[config.mk]
export PLATFORM = sky130hd
export DESIGN_NAME = column_statistics
export DESIGN_NICKNAME = d
export VERILOG_FILES = /design/src/sv/cs_pkg.sv /design/src/sv/cs_ram.sv /design/src/sv/cs_ctrl.sv /design/src/sv/cs_dp.sv /design/src/sv/column_statistics.sv
export VERILOG_INCLUDE_DIRS = /design/src /design/src/sv
export SDC_FILE = /design/constraint.sdc
export NUM_CORES = 2
export LEC_CHECK = 0
export ABC_AREA = 1
export CAP_MARGIN = 10
export CORE_MARGIN = 1
export CORE_UTILIZATION = 35
export CTS_BUF_LIST = sky130_fd_sc_hd__clkbuf_16
export CTS_CLUSTER_DIAMETER = 60
export CTS_CLUSTER_SIZE = 16
export DETAILED_ROUTE_END_ITERATION = 10
export DONT_BUFFER_PORTS = 1
export PLACE_DENSITY = 0.59
export SYNTH_ARGS = -nofsm -noshare
export SYNTH_HDL_FRONTEND = slang
export SYNTH_HIERARCHICAL = 1
export SYNTH_SLANG_ARGS = --single-unit
export TNS_END_PERCENT = 5
[constraint.sdc]
create_clock -name clk -period 9.5 [get_ports clk]
set_clock_uncertainty 0.1 [all_clocks]
set_input_delay 0.95 -clock clk [delete_from_list [all_inputs] [get_ports clk]]
set_output_delay 0.95 -clock clk [all_outputs]
set_load 0.05 [all_outputs]
[src/sv/column_statistics_defines.svh]
// ----------------------------------------------------------------------------
// column_statistics_defines: assertion macros for the column statistics block
// ----------------------------------------------------------------------------
`ifndef COLUMN_STATISTICS_DEFINES_SVH
`define COLUMN_STATISTICS_DEFINES_SVH

// Same-cycle implication, checked at every rising edge out of reset
`define CS_ASSERT_NOW(label, ante, cons) \
    label: assert property (@(posedge clk) disable iff (!rst_n) (ante) |-> (cons)) \
        else $error("column_statistics check failed");

// Next-cycle implication
`define CS_ASSERT_NEXT(label, ante, cons) \
    label: assert property (@(posedge clk) disable iff (!rst_n) (ante) |=> (cons)) \
        else $error("column_statistics check failed");

`endif

[src/sv/cs_pkg.sv]
// ----------------------------------------------------------------------------
// cs_pkg: shared types and constants of the column statistics block
// Payload structs, operation codes and the controller/datapath interface.
// ----------------------------------------------------------------------------
package cs_pkg;

    localparam int SMP_W  = 24;  // Q12.12 sample
    localparam int VAL_W  = 30;  // Q18.12 result
    localparam int IDX_W  = 6;
    localparam int DIV_W  = 56;  // dividend / quotient width
    localparam int DVS_W  = 25;  // divisor width
    localparam int SQ_W   = 50;  // one squared deviation
    localparam int RT_W   = 28;  // square root width
    localparam int FRAC_W = 12;

    localparam logic [2:0] OP_SUM  = 3'd0;
    localparam logic [2:0] OP_MEAN = 3'd1;
    localparam logic [2:0] OP_SD   = 3'd2;
    localparam logic [2:0] OP_DEV  = 3'd3;
    localparam logic [2:0] OP_Z    = 3'd4;
    localparam logic [2:0] OP_MAX  = 3'd5;
    localparam logic [2:0] OP_MIN  = 3'd6;

    typedef struct packed {
        logic signed [SMP_W-1:0] sample;
        logic                    sample_missing;
        logic                    last_sample;
    } in_item_t;

    typedef struct packed {
        logic signed [VAL_W-1:0] value;
        logic                    undefined;
        logic                    overflowed;
        logic [IDX_W-1:0]        result_index;
        logic                    last_result;
    } out_item_t;

    // Commands from controller to datapath
    typedef struct packed {
        logic load_en;
        logic mean_start;
        logic mean_take;
        logic ss_clear;
        logic idx_clear;
        logic idx_inc;
        logic rd;
        logic diff_take;
        logic sq_take;
        logic ss_acc;
        logic var_start;
        logic sqrt_start;
        logic z_start;
        logic emit_red;
        logic emit_smp;
        logic clear_col;
    } cs_cmd_t;

    // Status from datapath to controller
    typedef struct packed {
        logic last_in;
        logic n_zero;
        logic per_sample;
        logic need_ss;
        logic z_needed;
        logic idx_last;
        logic div_busy;
        logic sqrt_busy;
        logic out_free;
    } cs_stat_t;

endpackage

[src/sv/cs_ram.sv]
// ----------------------------------------------------------------------------
// cs_ram: generic single-write, single-read RAM
// One write port, one read port with registered read data.
// ----------------------------------------------------------------------------
module cs_ram #(
    parameter int WIDTH = 24,
    parameter int DEPTH = 64
) (
    input  logic                     clk,
    input  logic                     we,
    input  logic [$clog2(DEPTH)-1:0] waddr,
    input  logic [WIDTH-1:0]         wdata,
    input  logic                     re,
    input  logic [$clog2(DEPTH)-1:0] raddr,
    output logic [WIDTH-1:0]         rdata
);

    logic [WIDTH-1:0] mem [DEPTH];

    always_ff @(posedge clk)
    begin
        if (we)
        begin
            mem[waddr] <= wdata;
        end
        if (re)
        begin
            rdata <= mem[raddr];
        end
    end

endmodule

[src/sv/cs_ctrl.sv]
// ----------------------------------------------------------------------------
// cs_ctrl: sequencer of the column statistics block
// Loads samples, then steps the datapath through mean, variance and square
// root (these two only for standard deviation and z-score) and the result walk.
// ----------------------------------------------------------------------------
module cs_ctrl (
    input  logic             clk,
    input  logic             rst_n,
    input  cs_pkg::cs_stat_t stat,
    output cs_pkg::cs_cmd_t  cmd
);
    import cs_pkg::*;

    typedef enum logic [4:0] {
        S_LOAD, S_MEAN_START, S_MEAN_WAIT, S_SS_RD, S_SS_DIFF, S_SS_MUL,
        S_SS_ACC, S_VAR_START, S_VAR_WAIT, S_SQRT_WAIT, S_PICK, S_RED_OUT,
        S_SMP_RD, S_SMP_DIFF, S_Z_START, S_Z_WAIT, S_SMP_OUT, S_FINISH
    } state_t;

    state_t state_reg, state_next;

    always_ff @(posedge clk or negedge rst_n)
    begin
        if (!rst_n)
        begin
            state_reg <= S_LOAD;
        end
        else
        begin
            state_reg <= state_next;
        end
    end

    // Command decode and next state
    always_comb
    begin
        cmd        = '0;
        state_next = state_reg;
        unique case (state_reg)
            S_LOAD:
            begin
                cmd.load_en = 1'b1;
                if (stat.last_in)
                begin
                    state_next = S_MEAN_START;
                end
            end
            S_MEAN_START:
            begin
                cmd.mean_start = 1'b1;
                state_next     = S_MEAN_WAIT;
            end
            S_MEAN_WAIT:
            begin
                if (!stat.div_busy)
                begin
                    cmd.mean_take = 1'b1;
                    cmd.ss_clear  = 1'b1;
                    cmd.idx_clear = 1'b1;
                    state_next    = stat.need_ss ? S_SS_RD : S_PICK;
                end
            end
            S_SS_RD:
            begin
                cmd.rd     = 1'b1;
                state_next = S_SS_DIFF;
            end
            S_SS_DIFF:
            begin
                cmd.diff_take = 1'b1;
                state_next    = S_SS_MUL;
            end
            S_SS_MUL:
            begin
                cmd.sq_take = 1'b1;
                state_next  = S_SS_ACC;
            end
            S_SS_ACC:
            begin
                cmd.ss_acc  = 1'b1;
                cmd.idx_inc = 1'b1;
                state_next  = stat.idx_last ? S_VAR_START : S_SS_RD;
            end
            S_VAR_START:
            begin
                cmd.var_start = 1'b1;
                state_next    = S_VAR_WAIT;
            end
            S_VAR_WAIT:
            begin
                if (!stat.div_busy)
                begin
                    cmd.sqrt_start = 1'b1;
                    state_next     = S_SQRT_WAIT;
                end
            end
            S_SQRT_WAIT:
            begin
                if (!stat.sqrt_busy)
                begin
                    state_next = S_PICK;
                end
            end
            S_PICK:
            begin
                cmd.idx_clear = 1'b1;
                priority if (!stat.per_sample)
                begin
                    state_next = S_RED_OUT;
                end
                else if (stat.n_zero)
                begin
                    state_next = S_FINISH;
                end
                else
                begin
                    state_next = S_SMP_RD;
                end
            end
            S_RED_OUT:
            begin
                if (stat.out_free)
                begin
                    cmd.emit_red = 1'b1;
                    state_next   = S_FINISH;
                end
            end
            S_SMP_RD:
            begin
                cmd.rd     = 1'b1;
                state_next = S_SMP_DIFF;
            end
            S_SMP_DIFF:
            begin
                cmd.diff_take = 1'b1;
                state_next    = stat.z_needed ? S_Z_START : S_SMP_OUT;
            end
            S_Z_START:
            begin
                cmd.z_start = 1'b1;
                state_next  = S_Z_WAIT;
            end
            S_Z_WAIT:
            begin
                if (!stat.div_busy)
                begin
                    state_next = S_SMP_OUT;
                end
            end
            S_SMP_OUT:
            begin
                if (stat.out_free)
                begin
                    cmd.emit_smp = 1'b1;
                    cmd.idx_inc  = 1'b1;
                    state_next   = stat.idx_last ? S_FINISH : S_SMP_RD;
                end
            end
            S_FINISH:
            begin
                cmd.clear_col = 1'b1;
                state_next    = S_LOAD;
            end
            default:
            begin
                state_next = S_LOAD;
            end
        endcase
    end

endmodule

[src/sv/cs_dp.sv]
// ----------------------------------------------------------------------------
// cs_dp: datapath of the column statistics block
// Column accumulators, sample store, shared restoring divider, bit-pair
// square root and the result register.
// ----------------------------------------------------------------------------
module cs_dp #(
    parameter int MAX_SAMPLES = 64
) (
    input  logic              clk,
    input  logic              rst_n,
    input  logic              in_valid,
    input  cs_pkg::in_item_t  in_data,
    output logic              out_valid,
    input  logic              out_stall,
    output cs_pkg::out_item_t out_data,
    input  logic              cfg_valid,
    output logic              cfg_ready,
    input  logic [2:0]        cfg_data,
    input  cs_pkg::cs_cmd_t   cmd,
    output cs_pkg::cs_stat_t  stat
);
    import cs_pkg::*;

    localparam int AW = $clog2(MAX_SAMPLES);
    localparam int CW = $clog2(MAX_SAMPLES + 1);
    localparam logic [DIV_W-1:0] POS_LIM = DIV_W'((64'd1 << (VAL_W - 1)) - 64'd1);
    localparam logic [DIV_W-1:0] NEG_LIM = DIV_W'(64'd1 << (VAL_W - 1));

    // Configuration and column state
    logic [2:0]              op_reg;
    logic [CW-1:0]           count_reg;
    logic signed [VAL_W-1:0] sum_reg;
    logic signed [SMP_W-1:0] ext_reg;
    logic                    anydef_reg, anymiss_reg, ovf_reg, sddef_reg;

    logic in_xfer, store_we;
    logic signed [SMP_W-1:0] x;

    assign cfg_ready = 1'b1;
    assign in_xfer   = in_valid && cmd.load_en;
    assign x         = in_data.sample;
    assign store_we  = in_xfer && (count_reg < CW'(MAX_SAMPLES));

    always_ff @(posedge clk or negedge rst_n)
    begin
        if (!rst_n)
        begin
            op_reg <= OP_MEAN;
        end
        else if (cfg_valid)
        begin
            op_reg <= cfg_data;
        end
    end

    // Accumulate on each loaded sample
    always_ff @(posedge clk or negedge rst_n)
    begin
        if (!rst_n)
        begin
            count_reg   <= '0;
            sum_reg     <= '0;
            ext_reg     <= '0;
            anydef_reg  <= 1'b0;
            anymiss_reg <= 1'b0;
            ovf_reg     <= 1'b0;
        end
        else if (cmd.clear_col)
        begin
            count_reg   <= '0;
            sum_reg     <= '0;
            ext_reg     <= '0;
            anydef_reg  <= 1'b0;
            anymiss_reg <= 1'b0;
            ovf_reg     <= 1'b0;
        end
        else if (in_xfer)
        begin
            if (store_we)
            begin
                count_reg <= count_reg + CW'(1);
                if (in_data.sample_missing)
                begin
                    anymiss_reg <= 1'b1;
                end
                else
                begin
                    sum_reg    <= sum_reg + VAL_W'(x);
                    anydef_reg <= 1'b1;
                    priority if (!anydef_reg)
                    begin
                        ext_reg <= x;
                    end
                    else if (op_reg == OP_MIN)
                    begin
                        if (x < ext_reg) ext_reg <= x;
                    end
                    else
                    begin
                        if (x > ext_reg) ext_reg <= x;
                    end
                end
            end
            else
            begin
                ovf_reg <= 1'b1;
            end
        end
    end

    // Sample store
    logic [AW-1:0]    idx_reg;
    logic [SMP_W-1:0] rdata;

    cs_ram #(.WIDTH(SMP_W), .DEPTH(MAX_SAMPLES)) u_store (
        .clk   (clk),
        .we    (store_we),
        .waddr (count_reg[AW-1:0]),
        .wdata (in_data.sample),
        .re    (cmd.rd),
        .raddr (idx_reg),
        .rdata (rdata)
    );

    always_ff @(posedge clk or negedge rst_n)
    begin
        if (!rst_n)
        begin
            idx_reg <= '0;
        end
        else if (cmd.idx_clear)
        begin
            idx_reg <= '0;
        end
        else if (cmd.idx_inc)
        begin
            idx_reg <= idx_reg + AW'(1);
        end
    end

    // Shared restoring divider, one quotient bit per cycle
    logic [DIV_W-1:0] div_q_reg;
    logic [DVS_W:0]   div_r_reg;
    logic [DVS_W-1:0] div_d_reg;
    logic [5:0]       div_cnt_reg;
    logic             div_busy_reg;
    logic [DVS_W+1:0] div_rsh, div_diff;
    logic             div_ge;
    logic [VAL_W-1:0] sum_abs;

    logic signed [DVS_W-1:0] mean_reg, d_reg;
    logic [DVS_W-1:0]        ad;
    logic [DIV_W-1:0]        ss_reg;
    logic [SQ_W-1:0]         sq_reg;
    logic [DVS_W-1:0]        n_dvs;
    logic [DVS_W-1:0]        sd;

    // Magnitude of the sum, unsigned so the most negative sum stays exact
    assign sum_abs  = (sum_reg < 0) ? VAL_W'(-sum_reg) : VAL_W'(sum_reg);
    assign n_dvs    = DVS_W'(count_reg);
    assign div_rsh  = {div_r_reg, div_q_reg[DIV_W-1]};
    assign div_diff = div_rsh - {2'b00, div_d_reg};
    assign div_ge   = div_rsh >= {2'b00, div_d_reg};
    assign ad       = (d_reg < 0) ? DVS_W'(-d_reg) : DVS_W'(d_reg);

    always_ff @(posedge clk or negedge rst_n)
    begin
        if (!rst_n)
        begin
            div_busy_reg <= 1'b0;
            div_cnt_reg  <= '0;
        end
        else if (cmd.mean_start || cmd.var_start || cmd.z_start)
        begin
            div_busy_reg <= 1'b1;
            div_cnt_reg  <= 6'(DIV_W - 1);
        end
        else if (div_busy_reg)
        begin
            div_cnt_reg <= div_cnt_reg - 6'd1;
            if (div_cnt_reg == 6'd0)
            begin
                div_busy_reg <= 1'b0;
            end
        end
    end

    always_ff @(posedge clk)
    begin
        if (cmd.mean_start)
        begin
            div_q_reg <= DIV_W'(sum_abs);
            div_r_reg <= '0;
            div_d_reg <= stat.n_zero ? DVS_W'(1) : n_dvs;
        end
        else if (cmd.var_start)
        begin
            div_q_reg <= ss_reg;
            div_r_reg <= '0;
            div_d_reg <= n_dvs - DVS_W'(1);
        end
        else if (cmd.z_start)
        begin
            div_q_reg <= DIV_W'(ad) << FRAC_W;
            div_r_reg <= '0;
            div_d_reg <= sd;
        end
        else if (div_busy_reg)
        begin
            div_q_reg <= {div_q_reg[DIV_W-2:0], div_ge};
            div_r_reg <= div_ge ? div_diff[DVS_W:0] : div_rsh[DVS_W:0];
        end
    end

    // Mean, deviation and squared-deviation sum
    always_ff @(posedge clk)
    begin
        if (cmd.mean_take)
        begin
            mean_reg <= (sum_reg < 0) ? -$signed(div_q_reg[DVS_W-1:0])
                                      : $signed(div_q_reg[DVS_W-1:0]);
        end
        if (cmd.diff_take)
        begin
            d_reg <= DVS_W'({{2{rdata[SMP_W-1]}}, rdata} - {mean_reg[DVS_W-1], mean_reg});
        end
        if (cmd.sq_take)
        begin
            sq_reg <= ad * ad;
        end
        if (cmd.ss_clear)
        begin
            ss_reg <= '0;
        end
        else if (cmd.ss_acc)
        begin
            ss_reg <= ss_reg + DIV_W'(sq_reg);
        end
    end

    // Bit-pair square root of the variance
    logic [DIV_W-1:0] sq_x_reg;
    logic [RT_W+1:0]  sq_rem_reg;
    logic [RT_W-1:0]  sq_root_reg;
    logic [4:0]       sq_cnt_reg;
    logic             sq_busy_reg;
    logic [RT_W+3:0]  sq_rsh, sq_trial;
    logic             sq_ge;

    assign sq_rsh   = {sq_rem_reg, sq_x_reg[DIV_W-1 -: 2]};
    assign sq_trial = {2'b00, sq_root_reg, 2'b01};
    assign sq_ge    = sq_rsh >= sq_trial;
    assign sd       = sq_root_reg[DVS_W-1:0];

    always_ff @(posedge clk or negedge rst_n)
    begin
        if (!rst_n)
        begin
            sq_busy_reg <= 1'b0;
            sq_cnt_reg  <= '0;
            sddef_reg   <= 1'b0;
        end
        else if (cmd.sqrt_start)
        begin
            sq_busy_reg <= 1'b1;
            sq_cnt_reg  <= 5'(RT_W - 1);
            sddef_reg   <= 1'b1;
        end
        else
        begin
            if (cmd.clear_col)
            begin
                sddef_reg <= 1'b0;
            end
            if (sq_busy_reg)
            begin
                sq_cnt_reg <= sq_cnt_reg - 5'd1;
                if (sq_cnt_reg == 5'd0)
                begin
                    sq_busy_reg <= 1'b0;
                end
            end
        end
    end

    always_ff @(posedge clk)
    begin
        if (cmd.sqrt_start)
        begin
            sq_x_reg    <= div_q_reg;
            sq_rem_reg  <= '0;
            sq_root_reg <= '0;
        end
        else if (sq_busy_reg)
        begin
            sq_x_reg    <= sq_x_reg << 2;
            sq_rem_reg  <= sq_ge ? (RT_W+2)'(sq_rsh - sq_trial) : (RT_W+2)'(sq_rsh);
            sq_root_reg <= {sq_root_reg[RT_W-2:0], sq_ge};
        end
    end

    // Result selection
    logic                    n_gt1, idx_last, zero_sd;
    logic signed [VAL_W-1:0] z_val, red_val, smp_val;
    logic                    red_undef, smp_undef;

    assign n_gt1    = count_reg > CW'(1);
    assign idx_last = CW'(idx_reg) == (count_reg - CW'(1));
    assign zero_sd  = (sd == '0);

    always_comb
    begin
        if (d_reg < 0)
        begin
            z_val = (div_q_reg > NEG_LIM) ? -$signed(NEG_LIM[VAL_W-1:0])
                                          : -$signed(div_q_reg[VAL_W-1:0]);
        end
        else
        begin
            z_val = (div_q_reg > POS_LIM) ? $signed(POS_LIM[VAL_W-1:0])
                                          : $signed(div_q_reg[VAL_W-1:0]);
        end
    end

    always_comb
    begin
        unique case (op_reg)
            OP_SUM:
            begin
                red_val   = sum_reg;
                red_undef = anymiss_reg || stat.n_zero;
            end
            OP_MEAN:
            begin
                red_val   = VAL_W'(mean_reg);
                red_undef = anymiss_reg || stat.n_zero;
            end
            OP_SD:
            begin
                red_val   = VAL_W'(sd);
                red_undef = anymiss_reg || !sddef_reg;
            end
            OP_MAX, OP_MIN:
            begin
                red_val   = VAL_W'(ext_reg);
                red_undef = !anydef_reg;
            end
            default:
            begin
                red_val   = '0;
                red_undef = 1'b1;
            end
        endcase
    end

    assign smp_undef = anymiss_reg || ((op_reg == OP_Z) && (!sddef_reg || zero_sd));
    assign smp_val   = (op_reg == OP_Z) ? z_val : VAL_W'(d_reg);

    // Result register
    logic      out_valid_reg;
    out_item_t out_reg;

    always_ff @(posedge clk or negedge rst_n)
    begin
        if (!rst_n)
        begin
            out_valid_reg <= 1'b0;
        end
        else if (cmd.emit_red || cmd.emit_smp)
        begin
            out_valid_reg <= 1'b1;
        end
        else if (!out_stall)
        begin
            out_valid_reg <= 1'b0;
        end
    end

    always_ff @(posedge clk)
    begin
        if (cmd.emit_red)
        begin
            out_reg.value        <= red_undef ? '0 : red_val;
            out_reg.undefined    <= red_undef;
            out_reg.overflowed   <= ovf_reg;
            out_reg.result_index <= '0;
            out_reg.last_result  <= 1'b1;
        end
        else if (cmd.emit_smp)
        begin
            out_reg.value        <= smp_undef ? '0 : smp_val;
            out_reg.undefined    <= smp_undef;
            out_reg.overflowed   <= ovf_reg;
            out_reg.result_index <= IDX_W'(idx_reg);
            out_reg.last_result  <= idx_last;
        end
    end

    assign out_valid = out_valid_reg;
    assign out_data  = out_reg;

    // Status to the controller
    assign stat.last_in    = in_xfer && in_data.last_sample;
    assign stat.n_zero     = (count_reg == '0);
    assign stat.per_sample = (op_reg == OP_DEV) || (op_reg == OP_Z);
    assign stat.need_ss    = ((op_reg == OP_SD) || (op_reg == OP_Z)) && n_gt1;
    assign stat.z_needed   = (op_reg == OP_Z) && !anymiss_reg && sddef_reg && !zero_sd;
    assign stat.idx_last   = idx_last;
    assign stat.div_busy   = div_busy_reg;
    assign stat.sqrt_busy  = sq_busy_reg;
    assign stat.out_free   = !out_valid_reg || !out_stall;

endmodule

[src/sv/column_statistics.sv]
// ----------------------------------------------------------------------------
// column_statistics: one-column statistics unit
// Sum, mean, standard deviation, deviation, z-score, maximum and minimum of
// one stored column of Q12.12 samples.
// ----------------------------------------------------------------------------
// Samples are taken one per cycle while a column loads; the sample marked
// last starts the run and input stalls until its final result transfer is
// accepted into the output register. With the output free, a reduction run
// takes one pass of the shared divider for the mean, then picks, emits and
// finishes. Standard deviation and z-score then read, square and accumulate
// the deviation of each stored sample, pass the sum through the divider for
// the variance and take its square root; z-score then takes a divider pass
// per sample, deviation reads each sample and emits its deviation. The store
// is not cleared after reset; only entries of the current column are read.
module column_statistics #(
    parameter int MAX_SAMPLES = 64
) (
    input  logic              clk,
    input  logic              rst_n,
    input  logic              in_valid,
    output logic              in_stall,
    input  cs_pkg::in_item_t  in_data,
    output logic              out_valid,
    input  logic              out_stall,
    output cs_pkg::out_item_t out_data,
    input  logic              cfg_valid,
    output logic              cfg_ready,
    input  logic [2:0]        cfg_data
);
    import cs_pkg::*;

`include "column_statistics_defines.svh"

    cs_cmd_t  cmd;
    cs_stat_t stat;

    assign in_stall = !cmd.load_en;

    cs_ctrl u_ctrl (
        .clk   (clk),
        .rst_n (rst_n),
        .stat  (stat),
        .cmd   (cmd)
    );

    cs_dp #(.MAX_SAMPLES(MAX_SAMPLES)) u_dp (
        .clk       (clk),
        .rst_n     (rst_n),
        .in_valid  (in_valid),
        .in_data   (in_data),
        .out_valid (out_valid),
        .out_stall (out_stall),
        .out_data  (out_data),
        .cfg_valid (cfg_valid),
        .cfg_ready (cfg_ready),
        .cfg_data  (cfg_data),
        .cmd       (cmd),
        .stat      (stat)
    );

    // An undefined result carries a zero value
    `CS_ASSERT_NOW(a_undef_zero, out_valid && out_data.undefined, out_data.value == '0)
    // Input stops after the last sample of a column
    `CS_ASSERT_NEXT(a_stop_after_last, in_valid && !in_stall && in_data.last_sample, in_stall)
    // Results other than the last one appear only while input is held
    `CS_ASSERT_NOW(a_mid_run_stall, out_valid && !out_data.last_result, in_stall)

endmodule
==> summary.md <==
| Metric | Value |
|---|---|
| Post-synthesis register bit count | 2068 |
| Number of synthesized flops with an enable pin | 1802 |
| Startpoint Class | flop |
| CTS Buf Count | 182 |
| HPWL Detailed | 248 mm |
| Setup repair bufs after CTS | 0 |
| Via count | 88300 |
| Clk sink count | 2068 |
| Num ports | 76 |
| CP max stage delay | 0.57 ns |
| RePlAce Congestion | 0.948 |
| Top FF cell, synth | edfxtp_1 |
| Number of H-tree levels | 4 |
| Post_cts resized | 0 |
| Crit path kind | reg2reg |
| Actual slew at the worst max-slew pin | 1.16 ns |
| Max IR drop VDD | 0.000147 V |
| Post-synth top area share | 0.462 |
| Antenna Nets Post-Route | 0 |
| HP Class | in2reg |
| Nets | 13300 |
| Min cycle time layout | 8.63 ns |
| Max reg flops | 1536 |
| Fraction of layout cells with a size suffix above 1 | 0.0490 |
| Most frequent cells after synthesis | nand2_1, edfxtp_1, nand3_1 |
| Crit. End Element | flop |
| Setup TNS | 0 ns |
| Largest register by flop count | u_dp/u_store/mem |
| PwrDens | 146 nW/µm² |
| Grt ovf | 0 |
| Largest area contributor in the netlist | edfxtp_1 |
| Die ar. | 337000 µm² |
| Mean Syn Cell Area | 9.33 µm² |
| Crit path required time | 9.95 ns |
| Cell area after synthesis | 117000 µm² |
| Iteration-0 DRC count of the detailed router | 9457 |
| Die height | 580 µm |
| Arr. time, crit path | 9.08 ns |
| Number of global-route vias before repair | 83300 |
| Clock tree from TritonCTS | built |
| Synth-to-layout area growth | 8.33% |
| Sequential fraction of the synthesis area | 0.512 |
| Final Cycle Share | 0.908 |
| Top post-synthesis cells by area | edfxtp_1, nand2_1, fa_1 |
| Min Hold Slack | 0.0705 ns |
| Post-Route WL | 371 mm |
| Yosys warns | 6 |
| Hold Buf Count CTS | 2 |
| DIE WIDTH | 580 µm |
| Count leader, synth | nand2_1 |
| DR WL/cell | 22.0 µm |
| Final hold vios | 0 |
| Worst Hold Depth | 0 |
| Initial antenna violation count | 16 |
| Clock Latency Late Sink | 0.90 ns |
| Tot GR Track Use | 0.215 |
| Distinct cells, synth | 68 |
| Max clock buf depth | 4 |
| Starting Density | 0.351 |
| Slowest stage cell on the critical path | fa_1 |
| Crit path top cell by count | fa_1 |
| Leak pwr | 51.9 nW |
| Drt pass-1 iters | 8 |
| Worst-path fanout max | 20 |
| Clk slew on worst S/H paths | 0.07 ns |
| FP Rows | 212 |
| Max-cap viol count | 0 |
| Finish-stage setup viols | 0 |
| Status | finished, final reports clean |
| Worst r2r path cells | 31 |
| Fmax | 116 MHz |
| Vias per std cell | 5.24 |
| First-pass GRT wire length | 548 mm |
| Unrepaired setup endpoints after global routing | no |
| Post-synthesis async set-or-reset flop share | 0.0450 |
| CTS root buf | clkbuf_16 |
| Port bufs | 0 |
| Slew Viols, Final | 0 |
| Pin count of the biggest net entering global routing | 185 |
| Slew Limit Headroom | 0.228 |
| Post-Synthesis Cells | 12500 |
| Core box area | 333000 µm² |
| DRC viols | 0 |
layout by cell type (no fill, tap or decap), types with 13 or more instances in the layout:
cell,netlist,final
inv_2,38,40
clkinv_8,0,13
nor2_4,13,16
conb_1,2,20
a21oi_1,441,441
xnor2_1,53,52
nor2_2,15,73
a21o_1,23,23
a221oi_1,18,18
o21bai_1,25,25
o22ai_1,76,76
nor4_1,24,16
clkbuf_16,0,184
xor2_1,121,119
dfrtp_1,92,87
ha_1,371,371
nor3_1,76,75
inv_1,1365,1375
o21ai_0,486,484
nand3_1,1637,1637
o21ai_1,22,22
nor2_1,879,818
a22oi_1,23,23
o211ai_1,18,18
buf_4,47,153
dfxtp_1,173,173
a21boi_0,13,13
o21a_1,13,13
edfxtp_1,1802,1802
nand4_1,102,102
fa_1,481,481
inv_8,0,16
nand2_1,3492,3492
stage by stage:
| step | instances | area (µm²) | util | total power, W | setup WS [ns] |
|---|---|---|---|---|---|
| 2_1_floorplan | 12600 | 117000 | - | 0.0111 | 1.68 |
| 3_3_place_gp | 16600 | 121000 | 0.365 | 0.0115 | 1.01 |
| 3_5_place_dp | 16600 | 121000 | 0.365 | 0.0116 | 0.919 |
| 4_1_cts | 16800 | 127000 | 0.381 | 0.0186 | 0.895 |
| 5_1_grt | 16800 | 127000 | 0.381 | 0.0191 | 0.406 |
| 6_report | 16800 | 127000 | 0.381 | 0.0185 | 0.874 |
cells by family after synthesis:
group / share of synthesized area
compound gates: 0.0565
xor+xnor: 0.0137
fa+ha+maj: 0.122
buf+inv: 0.0699
flops: 0.512
other cells: 0.0000641
simple gates: 0.226
layout make-up:
cell class / count / area [µm²]
sequential: 2068 / 59900
antenna: 6 / 15.0
timing repair buffer: 166 / 1410
clock inverter: 72 / 736
clock buffer: 184 / 4600
fill: 33200 / 206000
tap: 4387 / 5490
multi-input combinational: 8549 / 49300
inverter: 1414 / 5340
routing by layer:
metal	routed length, µm	track usage	vias to the layer above
met3	30700	0.0312	510
li1	-	-	41300
met2	163000	0.329	3513
met5	47	0	-
met1	165000	0.312	43000
met4	12200	0.0656	6
path summary, 6_finish.rpt:
kind	startpoint	to	slack [ns]
max	u_dp/d_reg[0]	u_dp/sq_reg[43]	0.87
min	in_data[3]	u_dp/u_store/mem[1][1]	0.07
max reg2reg	u_dp/d_reg[0]	u_dp/sq_reg[43]	0.87
min reg2reg	u_dp/sq_rem_reg[29]	u_dp/sq_rem_reg[29]	0.35
max in group asynchronous	rst_n	u_dp/ext_reg[16]	8.17
min in group asynchronous	rst_n	u_dp/out_valid	0.57
power by group:
group	internal (W)	switching, W
Combinational	0.000450	0.000940
Clock	0.00362	0.00350
Sequential	0.00992	0.0000845
critical path: cells and delay by family, from the launching register on:
family          cells  cell delay [ns]
buf+inv             7             1.09
flops               1             0.56
simple gates       10             1.30
xor+xnor            2             0.30
fa+ha+maj           9             4.35
compound gates      3             0.65
Power figures use the tool's default switching activity.
